===== src/rtl/slr_pkg.sv =====
// ----------------------------------------------------------------------------
// slr_pkg
// shared types and constants of the literal search and replace block
// ----------------------------------------------------------------------------
`default_nettype none

package slr_pkg;

  localparam int JOB_BYTES       = 16;
  localparam int COUNT_W         = $clog2(JOB_BYTES + 1);
  localparam int QUEUE_DEPTH     = 2;
  localparam int MAX_PATTERN_DEF = 16;
  localparam int CFG_IDX_W       = 3;
  localparam int CFG_DATA_W      = 64;

  typedef enum logic [CFG_IDX_W-1:0] {
    REG_PATTERN_LOW     = 3'd0,
    REG_PATTERN_HIGH    = 3'd1,
    REG_PATTERN_LENGTH  = 3'd2,
    REG_REPLACE_LOW     = 3'd3,
    REG_REPLACE_HIGH    = 3'd4,
    REG_REPLACE_LENGTH  = 3'd5,
    REG_REPLACE_ALL     = 3'd6
  } cfg_reg_t;

  // one unit of work for the output side: up to JOB_BYTES bytes, byte 0 first
  typedef struct packed {
    logic [JOB_BYTES-1:0][7:0] bytes;
    logic [COUNT_W-1:0]        count;
    logic                      stream_end;
  } job_t;

endpackage

`default_nettype wire


===== src/rtl/slr_front.sv =====
// ----------------------------------------------------------------------------
// slr_front
// configuration registers, match window and classification of input beats
// ----------------------------------------------------------------------------
`default_nettype none

module slr_front #(
  parameter int MAX_PATTERN = slr_pkg::MAX_PATTERN_DEF
) (
  input  wire logic                            clk,
  input  wire logic                            rst_n,
  input  wire logic                            cfg_we,
  input  wire logic [slr_pkg::CFG_IDX_W-1:0]   cfg_index,
  input  wire logic [slr_pkg::CFG_DATA_W-1:0]  cfg_wdata,
  input  wire logic                            in_valid,
  output logic                                 in_ready,
  input  wire logic [7:0]                      in_byte,
  input  wire logic                            in_end,
  input  wire logic                            queue_full,
  output logic                                 job_push,
  output slr_pkg::job_t                        job
);

  localparam int JB      = slr_pkg::JOB_BYTES;
  localparam int CW      = slr_pkg::COUNT_W;
  localparam int WIN_CAP = (MAX_PATTERN < JB) ? MAX_PATTERN : JB;
  localparam int FILL_W  = $clog2(WIN_CAP + 1);

  logic [63:0]       pat_lo_r, pat_hi_r, rep_lo_r, rep_hi_r;
  logic [4:0]        pat_len_r, rep_len_r;
  logic              rall_r;
  logic [7:0]        win_r [WIN_CAP];
  logic [FILL_W-1:0] fill_r, fill_nxt;
  logic              first_r, first_nxt;

  logic [7:0]          win_ext [JB+1];
  logic [7:0]          lst [JB+1];
  logic [JB-1:0][7:0]  pat_b, rep_b;
  logic [FILL_W-1:0]   len;
  logic [CW-1:0]       rlen;
  logic [FILL_W:0]     fill_inc;
  logic                accept, pass, full, match, hit;

  assign in_ready = !queue_full;
  assign accept   = in_valid && !queue_full;
  assign pat_b    = {pat_hi_r, pat_lo_r};
  assign rep_b    = {rep_hi_r, rep_lo_r};

  for (genvar gi = 0; gi <= JB; gi++) begin : g_ext
    if (gi < WIN_CAP) begin : g_on
      assign win_ext[gi] = win_r[gi];
    end else begin : g_off
      assign win_ext[gi] = 8'h00;
    end
  end

  always_comb begin
    len      = (pat_len_r > 5'(WIN_CAP)) ? FILL_W'(WIN_CAP) : FILL_W'(pat_len_r);
    rlen     = (rep_len_r > 5'(JB)) ? CW'(JB) : CW'(rep_len_r);
    fill_inc = {1'b0, fill_r} + 1'b1;
    full     = (fill_inc == {1'b0, len});
    pass     = (len == '0) || (!rall_r && first_r);
    // window contents with the new byte appended
    for (int i = 0; i <= JB; i++) begin
      if (i < int'(fill_r)) begin
        lst[i] = win_ext[i];
      end else if (i == int'(fill_r)) begin
        lst[i] = in_byte;
      end else begin
        lst[i] = 8'h00;
      end
    end
    match = 1'b1;
    for (int i = 0; i < JB; i++) begin
      if ((i < int'(len)) && (lst[i] != pat_b[i])) begin
        match = 1'b0;
      end
    end
    hit = !pass && full && match;

    job.stream_end = in_end;
    for (int i = 0; i < JB; i++) begin
      job.bytes[i] = lst[i];
    end
    if (hit) begin
      job.bytes = rep_b;
      job.count = rlen;
    end else if (pass || in_end) begin
      job.count = CW'(fill_inc);
    end else if (full) begin
      job.count = CW'(1);
    end else begin
      job.count = '0;
    end
    job_push = accept && (job.count != '0);

    if (in_end || pass || hit) begin
      fill_nxt = '0;
    end else if (full) begin
      fill_nxt = fill_r;
    end else begin
      fill_nxt = fill_inc[FILL_W-1:0];
    end
    first_nxt = in_end ? 1'b0 : (hit ? 1'b1 : first_r);
  end

  always_ff @(posedge clk) begin
    if (!rst_n) begin
      pat_lo_r  <= '0;
      pat_hi_r  <= '0;
      rep_lo_r  <= '0;
      rep_hi_r  <= '0;
      pat_len_r <= '0;
      rep_len_r <= '0;
      rall_r    <= 1'b0;
      fill_r    <= '0;
      first_r   <= 1'b0;
    end else if (cfg_we) begin
      unique case (slr_pkg::cfg_reg_t'(cfg_index))
        slr_pkg::REG_PATTERN_LOW:    pat_lo_r <= cfg_wdata;
        slr_pkg::REG_PATTERN_HIGH:   pat_hi_r <= cfg_wdata;
        slr_pkg::REG_PATTERN_LENGTH: begin
          pat_len_r <= cfg_wdata[4:0];
          fill_r    <= '0;
        end
        slr_pkg::REG_REPLACE_LOW:    rep_lo_r <= cfg_wdata;
        slr_pkg::REG_REPLACE_HIGH:   rep_hi_r <= cfg_wdata;
        slr_pkg::REG_REPLACE_LENGTH: rep_len_r <= cfg_wdata[4:0];
        slr_pkg::REG_REPLACE_ALL:    rall_r <= cfg_wdata[0];
        default: ;
      endcase
    end else if (accept) begin
      fill_r  <= fill_nxt;
      first_r <= first_nxt;
    end
  end

  // window bytes, shifted by one on a full window without a match
  always_ff @(posedge clk) begin
    if (accept && !pass && !in_end && !hit) begin
      for (int i = 0; i < WIN_CAP; i++) begin
        win_r[i] <= full ? lst[i+1] : lst[i];
      end
    end
  end

endmodule

`default_nettype wire


===== src/rtl/slr_queue.sv =====
// ----------------------------------------------------------------------------
// slr_queue
// short job queue between the classifying front and the output side
// ----------------------------------------------------------------------------
`default_nettype none

module slr_queue (
  input  wire logic           clk,
  input  wire logic           rst_n,
  input  wire logic           push,
  input  slr_pkg::job_t       push_job,
  output logic                full,
  input  wire logic           pop,
  output slr_pkg::job_t       head_job,
  output logic                head_valid
);

  localparam int DEPTH = slr_pkg::QUEUE_DEPTH;
  localparam int PW    = (DEPTH > 1) ? $clog2(DEPTH) : 1;
  localparam int NW    = $clog2(DEPTH + 1);

  slr_pkg::job_t ent_r [DEPTH];
  logic [PW-1:0] wr_ptr_r, rd_ptr_r;
  logic [NW-1:0] cnt_r;

  assign full       = (cnt_r == NW'(DEPTH));
  assign head_valid = (cnt_r != '0);
  assign head_job   = ent_r[rd_ptr_r];

  always_ff @(posedge clk) begin
    if (!rst_n) begin
      wr_ptr_r <= '0;
      rd_ptr_r <= '0;
      cnt_r    <= '0;
    end else begin
      if (push) begin
        wr_ptr_r <= (wr_ptr_r == PW'(DEPTH - 1)) ? '0 : wr_ptr_r + 1'b1;
      end
      if (pop) begin
        rd_ptr_r <= (rd_ptr_r == PW'(DEPTH - 1)) ? '0 : rd_ptr_r + 1'b1;
      end
      case ({push, pop})
        2'b10:   cnt_r <= cnt_r + 1'b1;
        2'b01:   cnt_r <= cnt_r - 1'b1;
        default: cnt_r <= cnt_r;
      endcase
    end
  end

  always_ff @(posedge clk) begin
    if (push) begin
      ent_r[wr_ptr_r] <= push_job;
    end
  end

endmodule

`default_nettype wire


===== src/rtl/slr_back.sv =====
// ----------------------------------------------------------------------------
// slr_back
// expands queued jobs into output beats through a registered output stage
// ----------------------------------------------------------------------------
`default_nettype none

module slr_back (
  input  wire logic       clk,
  input  wire logic       rst_n,
  input  wire logic       head_valid,
  input  slr_pkg::job_t   head_job,
  output logic            pop,
  output logic            out_valid,
  input  wire logic       out_ready,
  output logic [7:0]      out_byte,
  output logic            out_last,
  output logic            out_done
);

  localparam int JB = slr_pkg::JOB_BYTES;
  localparam int CW = slr_pkg::COUNT_W;

  logic [JB-1:0][7:0] sh_r;
  logic [CW-1:0]      left_r;
  logic               end_r;
  logic               out_valid_r, out_last_r, out_done_r;
  logic [7:0]         out_byte_r;
  logic               busy, load, final_byte;

  assign busy       = (left_r != '0);
  assign load       = busy && (!out_valid_r || out_ready);
  assign final_byte = (left_r == CW'(1));
  assign pop        = head_valid && (!busy || (load && final_byte));

  assign out_valid = out_valid_r;
  assign out_byte  = out_byte_r;
  assign out_last  = out_last_r;
  assign out_done  = out_done_r;

  always_ff @(posedge clk) begin
    if (!rst_n) begin
      left_r      <= '0;
      out_valid_r <= 1'b0;
    end else begin
      if (pop) begin
        left_r <= head_job.count;
      end else if (load) begin
        left_r <= left_r - 1'b1;
      end
      if (load) begin
        out_valid_r <= 1'b1;
      end else if (out_ready) begin
        out_valid_r <= 1'b0;
      end
    end
  end

  always_ff @(posedge clk) begin
    if (pop) begin
      sh_r  <= head_job.bytes;
      end_r <= head_job.stream_end;
    end else if (load) begin
      sh_r <= {8'h00, sh_r[JB-1:1]};
    end
    if (load) begin
      out_byte_r <= sh_r[0];
      out_last_r <= final_byte;
      out_done_r <= final_byte && end_r;
    end
  end

endmodule

`default_nettype wire


===== src/rtl/stream_literal_replace.sv =====
// ----------------------------------------------------------------------------
// stream_literal_replace
// literal search and replace on a byte stream
// ----------------------------------------------------------------------------
// An input beat is taken whenever the two-entry job queue has room, and the
// window compare against the pattern is done in the cycle it is taken. The
// output side emits one byte per cycle unless out_tready stalls it, so a beat
// that yields n bytes (a replacement or an end-of-stream flush) keeps the
// output side busy for n bytes and input backs up once the queue is full;
// beats yielding one or no byte flow at one per cycle while unstalled. Results
// pass the job queue, the shift register and the output register. No start-up sweep follows reset.
`default_nettype none

module stream_literal_replace #(
  parameter int MAX_PATTERN = slr_pkg::MAX_PATTERN_DEF
) (
  input  wire logic                            clk,
  input  wire logic                            rst_n,
  input  wire logic                            cfg_we,
  input  wire logic [slr_pkg::CFG_IDX_W-1:0]   cfg_index,
  input  wire logic [slr_pkg::CFG_DATA_W-1:0]  cfg_wdata,
  input  wire logic                            in_tvalid,
  output logic                                 in_tready,
  input  wire logic [7:0]                      in_tdata,   // in_byte
  input  wire logic                            in_tlast,   // stream_end
  output logic                                 out_tvalid,
  input  wire logic                            out_tready,
  output logic [7:0]                           out_tdata,  // out_byte
  output logic                                 out_tlast,  // run_last
  output logic [0:0]                           out_tuser   // stream_done
);

  slr_pkg::job_t push_job, head_job;
  logic          job_push, queue_full, head_valid, pop, out_done;

  slr_front #(
    .MAX_PATTERN (MAX_PATTERN)
  ) u_front (
    .clk        (clk),
    .rst_n      (rst_n),
    .cfg_we     (cfg_we),
    .cfg_index  (cfg_index),
    .cfg_wdata  (cfg_wdata),
    .in_valid   (in_tvalid),
    .in_ready   (in_tready),
    .in_byte    (in_tdata),
    .in_end     (in_tlast),
    .queue_full (queue_full),
    .job_push   (job_push),
    .job        (push_job)
  );

  slr_queue u_queue (
    .clk        (clk),
    .rst_n      (rst_n),
    .push       (job_push),
    .push_job   (push_job),
    .full       (queue_full),
    .pop        (pop),
    .head_job   (head_job),
    .head_valid (head_valid)
  );

  slr_back u_back (
    .clk        (clk),
    .rst_n      (rst_n),
    .head_valid (head_valid),
    .head_job   (head_job),
    .pop        (pop),
    .out_valid  (out_tvalid),
    .out_ready  (out_tready),
    .out_byte   (out_tdata),
    .out_last   (out_tlast),
    .out_done   (out_done)
  );

  assign out_tuser = out_done;

endmodule

`default_nettype wire


===== config.mk =====
export PLATFORM = sky130hd
export DESIGN_NAME = stream_literal_replace
export DESIGN_NICKNAME = d
export VERILOG_FILES = /design/src/rtl/slr_pkg.sv /design/src/rtl/slr_front.sv /design/src/rtl/slr_queue.sv /design/src/rtl/slr_back.sv /design/src/rtl/stream_literal_replace.sv
export SDC_FILE = /design/constraint.sdc
export NUM_CORES = 1
export LEC_CHECK = 0
export BUFFER_PORTS_ARGS = -buffer_cell sky130_fd_sc_hd__buf_4
export CAP_MARGIN = 5
export CORE_MARGIN = 4
export CORE_UTILIZATION = 30
export CTS_CLUSTER_DIAMETER = 80
export DETAILED_ROUTE_END_ITERATION = 12
export PLACE_DENSITY_LB_ADDON = 0.05
export SETUP_SLACK_MARGIN = 0.15
export SYNTH_ARGS = -nofsm -noshare
export SYNTH_HDL_FRONTEND = slang
export SYNTH_SLANG_ARGS = --single-unit

===== constraint.sdc =====
create_clock -name clk -period 16.7 [get_ports clk]
set_input_delay 0.835 -clock clk [delete_from_list [all_inputs] [get_ports clk]]
set_output_delay 0.835 -clock clk [all_outputs]
set_load 0.005 [all_outputs]

* Word level (Yosys, flattened, before mapping)
Memories as Yosys holds them, arrays and structs flattened. A register that Yosys moved wholly into a read port is not among the register bits.
Index checks and enable logic that the tools add are counted.
** Operators by class
- Bitwise logic cells :: 1
- Eq/ne operators :: 45
- $add $sub $neg :: 6
- Reduce and logical (&&, ||, !) cells :: 60
- $lt $le $gt $ge :: 35
- Mux-type cells :: 94
** Operator list (number)
- 8-bit two-way mux :: 50
- 128-bit two-way mux :: 3
- 8-bit inequality test :: 16
- 4-bit by 5-bit < comparator with 1-bit output (first input constant) :: 16
- 5-bit two-way mux :: 11
- 5-bit equality test (first input constant) :: 9
- 3-bit by 5-bit < comparator with 1-bit output (first input constant) :: 8
- 1-bit two-way mux :: 29
- 1-bit logical AND :: 28
- 4-bit by 5-bit equality test with 1-bit output (first input constant) :: 4
- 1-bit by 5-bit < comparator with 1-bit output (first input constant) :: 4
- 2-bit by 5-bit < comparator with 1-bit output (first input constant) :: 4
- 2-bit AND reduction :: 7
- 2-bit nonzero test :: 6
- 3-bit by 5-bit equality test with 1-bit output (first input constant) :: 2
- 5-bit > comparator (second input constant) :: 2
- 5-bit logical NOT :: 2
- 5-bit nonzero test :: 2
- 3-bit equality test (second input constant) :: 3
- 1-bit logical NOT :: 7
- 5-bit by 1-bit adder with 6-bit output (second input constant) :: 1
- 3-bit by 2-bit equality test with 1-bit output (second input constant) :: 2
- 6-bit by 5-bit equality test with 1-bit output :: 1
- 3-bit AND reduction :: 2
- other kinds (16) :: 22
** Word-level totals
- Register bits :: 422
- Word-level logic and storage cells :: 277
- Memories :: 2
- Input bits :: 81
- Bits in writable memories :: 396
- Output and inout port bits :: 12
** Memories
- u_queue.ent_r :: words 2, bits a word 134, rd ports 1, clocked after Yosys merged registers in 1, wr ports 1, RTL line slr_queue.sv:22 : slr_pkg::job_t ent_r [DEPTH];
- u_front.win_r :: words 16, bits a word 8, rd ports 16, clocked after Yosys merged registers in 0, wr ports 16, RTL line slr_front.sv:32 : logic [7:0] win_r [WIN_CAP];

* Logic depth before layout (Yosys ltp)
Gate-level depths: netlist (run 1).
- Word-level depth :: 27
- Mapped depth :: 22

* By module
Synthesis (run 1) repeated with hierarchy kept, for this count alone.
** Unflattened totals
- Cell total of the unflattened synthesis :: 3390
- Area total of the unflattened synthesis :: 37868.8 um^2
** By module, submodules not included
- slr_front :: sequential area each 9308.9 um^2, area each 21574.4 um^2, cells an instance 2622, instances 1
- slr_queue :: sequential area each 8147.8 um^2, area each 10126.0 um^2, cells an instance 439, instances 1
- slr_back :: sequential area each 4294.1 um^2, area each 6168.4 um^2, cells an instance 329, instances 1

* Worst setup path after synthesis (run 1)
OpenSTA, ideal clock, no wires.
- Path kind :: reg-to-reg
- Start point :: register u_front.fill_r[2]
- End point :: memory u_front.win_r[0][0], enable pin
- Slack :: 3.793 ns
- Library setup time :: 0.772 ns
- Path buffers :: 8
- Data required time :: 15.928 ns
- Clock period less this slack :: 12.907 ns
- Arrival :: 12.135 ns
- Cell stages (with the launch flop) :: 18
- Cells stage by stage :: dfxtp_1 -> clkbuf_1 -> clkbuf_1 -> clkbuf_1 -> buf_1 -> clkbuf_1 -> and3_1 -> ha_1 -> nor2b_1 -> clkbuf_1 -> a22o_1 -> xor2_1 -> o41ai_1 -> o2111ai_1 -> a2111oi_4 -> buf_2 -> buf_2 -> nor3_1
** RTL lines
- from (decl) :: RTL line slr_front.sv:33 : logic [FILL_W-1:0] fill_r, fill_nxt;
- from (signal assigned) :: RTL line slr_front.sv:133 : fill_r <= fill_nxt;
- to (decl) :: RTL line slr_front.sv:32

==> results of run 1 <==
-- logic make-up (layout without fill, tap and decap cells) --
family	after synthesis	in the layout
and+or+nand+nor	1224	1224
DFF	819	819
AOI/OAI and AO/OA	790	790
buffers and inverters	320	396
muxes	295	295
xor gates and xnor gates	82	82
adders and majority gates	8	8
other	0	2
-- metrics by stage --
stage / cell area (um2) / total power, W / hold WS [ps]
3_3_place_gp: 39800 / 0.00393 / 402
4_1_cts: 43100 / 0.00615 / 373
5_1_grt: 43100 / 0.00632 / 386
2_1_floorplan: 37600 / 0.00335 / 400
3_5_place_dp: 39800 / 0.00393 / 405
6_report: 43100 / 0.00603 / 418
-- area by class of cell --
class | instances | area [um2] | share of cell area, %
diodes | 2 | 5.00 | 0.0116
inverters | 69 | 259 | 0.600
clock inverters | 40 | 410 | 0.951
well taps | 1637 | 2050 | 4.75
repair buffers | 144 | 1080 | 2.52
multi-input cells | 2399 | 14700 | 34.0
flip-flops and latches | 819 | 21800 | 50.4
clock buffers | 143 | 2890 | 6.70
-- power by group through the flow --
stage | clock (W) | combinational [W] | sequential, W
3_3_place_gp | 0 | 0.00111 | 0.00282
3_5_place_dp | 0 | 0.00111 | 0.00282
2_1_floorplan | 0 | 0.000559 | 0.00280
5_1_grt | 0.00234 | 0.00118 | 0.00280
4_1_cts | 0.00225 | 0.00111 | 0.00278
6_report | 0.00219 | 0.00107 | 0.00277
-- final timing paths --
path	start	end	slack (ps)	depth (start not counted)
hold / removal	u_back.sh_r[4]	u_back.out_byte[4]	420	0
setup reg to reg	u_front.fill_r[1]	u_queue.ent_r[0][25]	8710	12
hold reg to reg	u_back.sh_r[4]	u_back.out_byte[4]	420	0
setup / recovery	u_front.fill_r[1]	u_queue.ent_r[0][25]	8710	12
-- state kept, by name, summed over array words and instances (netlist names), 2 cells and up, named ones only --
| name | count |
|---|---|
| u_front.pat_lo_r | 64 |
| u_back.sh_r | 128 |
| u_front.pat_hi_r | 64 |
| u_back.out_byte | 8 |
| u_front.fill_r | 5 |
| u_front.rep_lo_r | 64 |
| u_front.rep_len_r | 5 |
| u_back.left_r | 5 |
| u_front.rep_hi_r | 64 |
| u_queue.ent_r | 268 |
| u_front.pat_len_r | 5 |
| u_front.win_r | 128 |
| u_queue.cnt_r | 2 |
-- per-layer routing --
metal  up-vias  track usage, %  part of all wire [%]
met3       145            2.97                   4.2
met1     13800            29.0                    45
met5         -               0                     0
met2       649            36.4                    49
met4         0            4.53                   2.0
li1      12700               -                     -
-- cells in the final DEF (no fill, tap or decap), types with 36 or more instances in the layout --
cell	count
nand2_1	734
edfxtp_1	535
dfxtp_1	280
a21boi_0	260
mux2i_1	217
o21ai_0	196
nor2_1	171
buf_4	142
a21oi_1	135
clkbuf_16	105
mux2_2	77
inv_1	69
nand3_1	49
xnor2_1	48
and2_1	47
and3_1	47
a22o_1	36
-- critical path: cells and delay by family (launching register included) --
family,cells,cell delay (ps)
compound gates,4,3010
buf+inv,2,1380
simple gates,3,1260
flops,1,900
mux,1,440
fa+ha+maj,1,270
xor+xnor,1,200
==> out/results.ini, run 1 <==
[route]
viasPerCell = 5.18
vias = 27200
firstDrtPassIters = 6
routedWlPerCell_um = 27.3
drc = 0
drt_wl_total_um = 143000
ant_nets = 0
drt_iter0_drc = 2236

[cts]
cts_hold_buf = 0
cts.path.max_buffers = 3
cts_tree = yes
ctsResizeCount = 0
cts_root_buf = clkbuf_16
path_clk_slew_ps = 60
numCtsBuffers = 98
postCtsSetupBuffers = 0
clock-sinks = 819
cts.htree.levels = 3
clk_latency_ps = 680

[die]
rows = 129
fp.dieArea_um2 = 131000
fp.dieH_um = 362
io_pins = 93
die_w_um = 362
start_util_pct = 30.3
coreArea_um2 = 124000

[pwr]
power_density_nw_per_um2 = 140
p_comb_share_pct = 17.7
ir_drop_mv = 0.0950
p_clk_share_pct = 36.4
share_seq_of_total_power_pct = 45.9
intPower_w = 0.00422
p_switching_w = 0.00182
p_leak_nw = 15.1
sw_frac_of_total_pct = 30.1

[sta]
finalSetupTns_ps = 0
worstMarginPinSlew_ps = 1490
hold_viol = 0
finalMaxSlewViolations = 1
setup_viol = 0
fin_crit_ps = 7990
fmax_mhz = 125
skew_ps = 25.3
rsz0062_at_grt = false
fin_ws_ps = 8710
finalCritPeriodShare_pct = 47.8
relSlewSlack_pct = -1.90

[global_route]
gr-total-overflow = 0
antenna_found_initial = 4
track_usage_pct = 21.4
grt_pass1_vias = 26900
grt_pass1_wl_um = 203000
grt_max_degree = 117

[worst_setup_path]
crit_top_cell = buf_4
critPathMaxStageDelay_ps = 1380
critPathArrivalTime_ps = 8390
setup.worst_path.class = reg -> reg
cp_slowest_cell = a2111oi_0
start_kind = flip-flop
crit_path_end_kind = flip-flop
crit_required_ps = 17100
crit_fanout = 57
cp_cell_sequence = ha_1, nor2b_2, nand2_1, o21ai_0, xnor2_1, nand4_1, a2111oi_0, o32ai_1, a2111oi_4, buf_4, buf_4, mux2_2

[synthesis]
syn_area_per_cell_um2 = 10.6
async_flop_share_pct = 0
ys_seq_area_share_pct = 57.9
synth-xor-area-share_pct = 1.95
syn_inst = 3538
synthSimpleGateAreaFrac_pct = 14.5
synthAdderAreaFrac_pct = 0.266
yosys_warnings = 0
synth_top_family_by_area = simple AND/OR/NAND/NOR gates
synth_cell_types = 73
postSynthNetCount = 3627
synth_edf_count = 535
syn_area_um2 = 37600
synth_mux_area_share_pct = 8.15
yosysMostFrequentCell = nand2_1
ys_ff_latch = 819
synth_compound_area_share_pct = 14.0
synth_top_area_share_pct = 42.7
yosys-top-cells-area = edfxtp_1 (43%), dfxtp_1 (15%), nand2_1 (7.4%)
yosysTopAreaCell = edfxtp_1
synth_ff_type = edfxtp_1
synthTopCellsByCount = nand2_1 (736), edfxtp_1 (535), dfxtp_1 (284), a21boi_0 (260), mux2i_1 (217)

[layout]
utilization_pct = 34.7
n_fill_cell = 12400
final_cells = 5253
fin_nets = 3620
layout-drive-gt1-share_pct = 11.1
area_growth_pct = 14.8

[placed_design]
dp_slack_ps = 9060
place_inst = 5067
gp_congestion = 0.886
port_buffers = 92
hpwl_um = 97400

[run_status]
status = finished, violations left
violations = capacitance limit, slew limit

[run]
max_cap_violations = 1

[worst_hold_path]
hp-class = reg -> reg

Power figures use the tool's default switching activity.
==> run 2, diff against run 1 <==
==> constraint.sdc (replaced) <==
create_clock -name clk -period 7.9 [get_ports clk]
set_input_delay 0.395 -clock clk [delete_from_list [all_inputs] [get_ports clk]]
set_output_delay 0.395 -clock clk [all_outputs]
set_load 0.005 [all_outputs]
==> run 2 against run 1 <==
- via count increased by 1.8%
- first-iteration DRC count decreased by 1.7%
- largest cell class unchanged
- the run now ends clean
- critical path depth increased by 3
- fmax increased by 27%
- clock power increased by 110%
==> out/results.ini, run 2 (synthesis results as in run 1) <==
[cts]
clock-sinks = 819  ; unchanged
cts_hold_buf = 53  ; +53
ctsResizeCount = 0  ; unchanged
clk_latency_ps = 700  ; +20 ps
cts.path.max_buffers = 3  ; unchanged
path_clk_slew_ps = 60  ; about the same
numCtsBuffers = 100  ; +2.0%
cts.htree.levels = 3  ; unchanged
postCtsSetupBuffers = 0  ; unchanged
cts_tree = yes
cts_root_buf = clkbuf_16

[layout]
design_area_um2 = 43800  ; +1.5%
largest_reg_flops = 268  ; unchanged
regMostFlops = u_queue.ent_r
final_common_cell = nand2_1
area_growth_pct = 16.5
mostFrequentLayoutCells = nand2_1 (734), edfxtp_1 (535), dfxtp_1 (280), a21boi_0 (260), mux2i_1 (217)
fin_nets = 3683  ; +1.7%
layout-drive-gt1-share_pct = 11.3  ; +0.21 points
top_regs = u_queue.ent_r (268), u_back.sh_r (128), u_front.win_r (128)

[route]
drt_iter0_drc = 2197  ; -1.7%
routedWlPerCell_um = 26.9  ; -1.3%
drt_wl_total_um = 143000  ; about the same
vias = 27700  ; +1.8%
firstDrtPassIters = 8  ; +2
viasPerCell = 5.21  ; +0.49%
ant_nets = 0  ; unchanged
drc = 0  ; unchanged

[global_route]
grt_max_degree = 124  ; +6.0%
track_usage_pct = 21.4  ; about the same
antenna_found_initial = 10  ; +6
grt_pass1_vias = 27100  ; +0.93%
gr-total-overflow = 0  ; unchanged
grt_pass1_wl_um = 204000  ; +0.46%

[sta]
setup_viol = 0  ; unchanged
finalMaxSlewViolations = 0  ; -1
finalSetupTns_ps = 0  ; unchanged
worstMarginPinSlew_ps = 1210  ; -284 ps
fin_crit_ps = 6300  ; -1690 ps
relSlewSlack_pct = 19.6  ; +21 points
fmax_mhz = 159  ; +27%
finalCritPeriodShare_pct = 79.7  ; +32 points
rsz0062_at_grt = false
skew_ps = 36.0  ; +10.7 ps
hold_viol = 0  ; unchanged

[worst_setup_path]
crit_required_ps = 8170  ; -8930 ps
crit_fanout = 71  ; +25%
start_kind = flip-flop
setup.worst_path.class = reg -> reg
crit_path_end_kind = flip-flop
critPathArrivalTime_ps = 6570  ; -1820 ps

[die]
io_pins = 93  ; unchanged
fp.dieArea_um2 = 131000  ; unchanged
die_w_um = 362  ; unchanged
rows = 129  ; unchanged
start_util_pct = 30.3  ; unchanged
coreArea_um2 = 124000  ; unchanged
fp.dieH_um = 362  ; unchanged

[placed_design]
hpwl_um = 95900  ; -1.6%
port_buffers = 92  ; unchanged
place_area_um2 = 40000  ; +0.45%
gp_congestion = 0.834  ; -5.9%

[worst_hold_path]
hp-class = in -> reg

[pwr]
p_leak_nw = 15.4  ; +1.9%
ir_drop_mv = 0.237  ; +150%
power_density_nw_per_um2 = 291  ; +110%

[run_status]
status = complete, no violations

[run]
max_cap_violations = 0  ; -1

run 2: cell types whose count changed in the layout (fill, tap and decap cells not counted), sizes merged:
cell / delta
inv: +4
clkbuf: +9
bufinv: -6
clkinvlp: +2
buf: +9
diode: +1
dlygate4sd3: +53
clkinv: -5
run 2: routing by layer:
layer	global-route usage, %	up-vias	share of wire [%]	wire length (um)
li1	-	12800	-	-
met1	29.2	14000	46	65600
met2	35.9	771	48	68100
met3	2.88	172	4.3	6200
met4	5.16	0	2.3	3330
met5	0	-	0	0
run 2: path summary, 6_finish.rpt:
path | from | to | slack, ps | depth (start not counted)
setup / recovery | u_front.fill_r[0] | u_front.win_r[0][30] | 1600 | 15
hold / removal | cfg_wdata[26] | u_front.pat_lo_r[26] | 50 | 3
setup reg to reg | u_front.fill_r[0] | u_front.win_r[0][30] | 1600 | 15
hold reg to reg | u_back.sh_r[2] | u_back.out_byte[2] | 420 | 0
run 2: layout make-up:
type / instances / area (um2)
flip-flops and latches: 819 / 21800
diodes: 3 / 7.51
multi-input cells: 2399 / 14700
clock buffers: 153 / 2990
well taps: 1637 / 2050
repair buffers: 205 / 1780
clock inverters: 35 / 269
inverters: 69 / 259
fillers: 12300 / 80300
run 2: where the power goes:
group          leakage, nW  internal, W  switching [W]
Combinational         6.21     0.000573        0.00172
Clock                 1.60      0.00267        0.00188
Sequential            7.57      0.00559       0.000303
Total                 15.4      0.00883        0.00390
run 2: critical path, stage by stage, from the launching register on:
cell	delay (ps)
dfxtp_1	470
buf_4	260
inv_1	110
ha_1	140
nor2b_2	860
nand2_1	300
o21ai_0	720
xnor2_1	210
nand4_1	330
a2111oi_0	550
buf_4	210
o32ai_1	150
a2111oi_4	540
buf_12	440
nor3_4	50
buf_4	380
run 2: per-stage QoR:
| stage | hold WS, ps | utilization (%) | total power (W) | worst slack [ps] | cells |
|---|---|---|---|---|---|
| finish | 45.1 | 35.3 | 0.0127 | 1600 | 5320 |
| global route | 26.3 | 35.3 | 0.0133 | 1380 | 5317 |
| CTS | 0.662 | 35.3 | 0.0130 | 1640 | 5317 |
| detailed placement | 405 | 32.2 | 0.00835 | 1710 | 5076 |
| global placement | 406 | 32.2 | 0.00835 | 1900 | 5076 |
| floorplan | 400 | - | 0.00709 | 809 | 3538 |
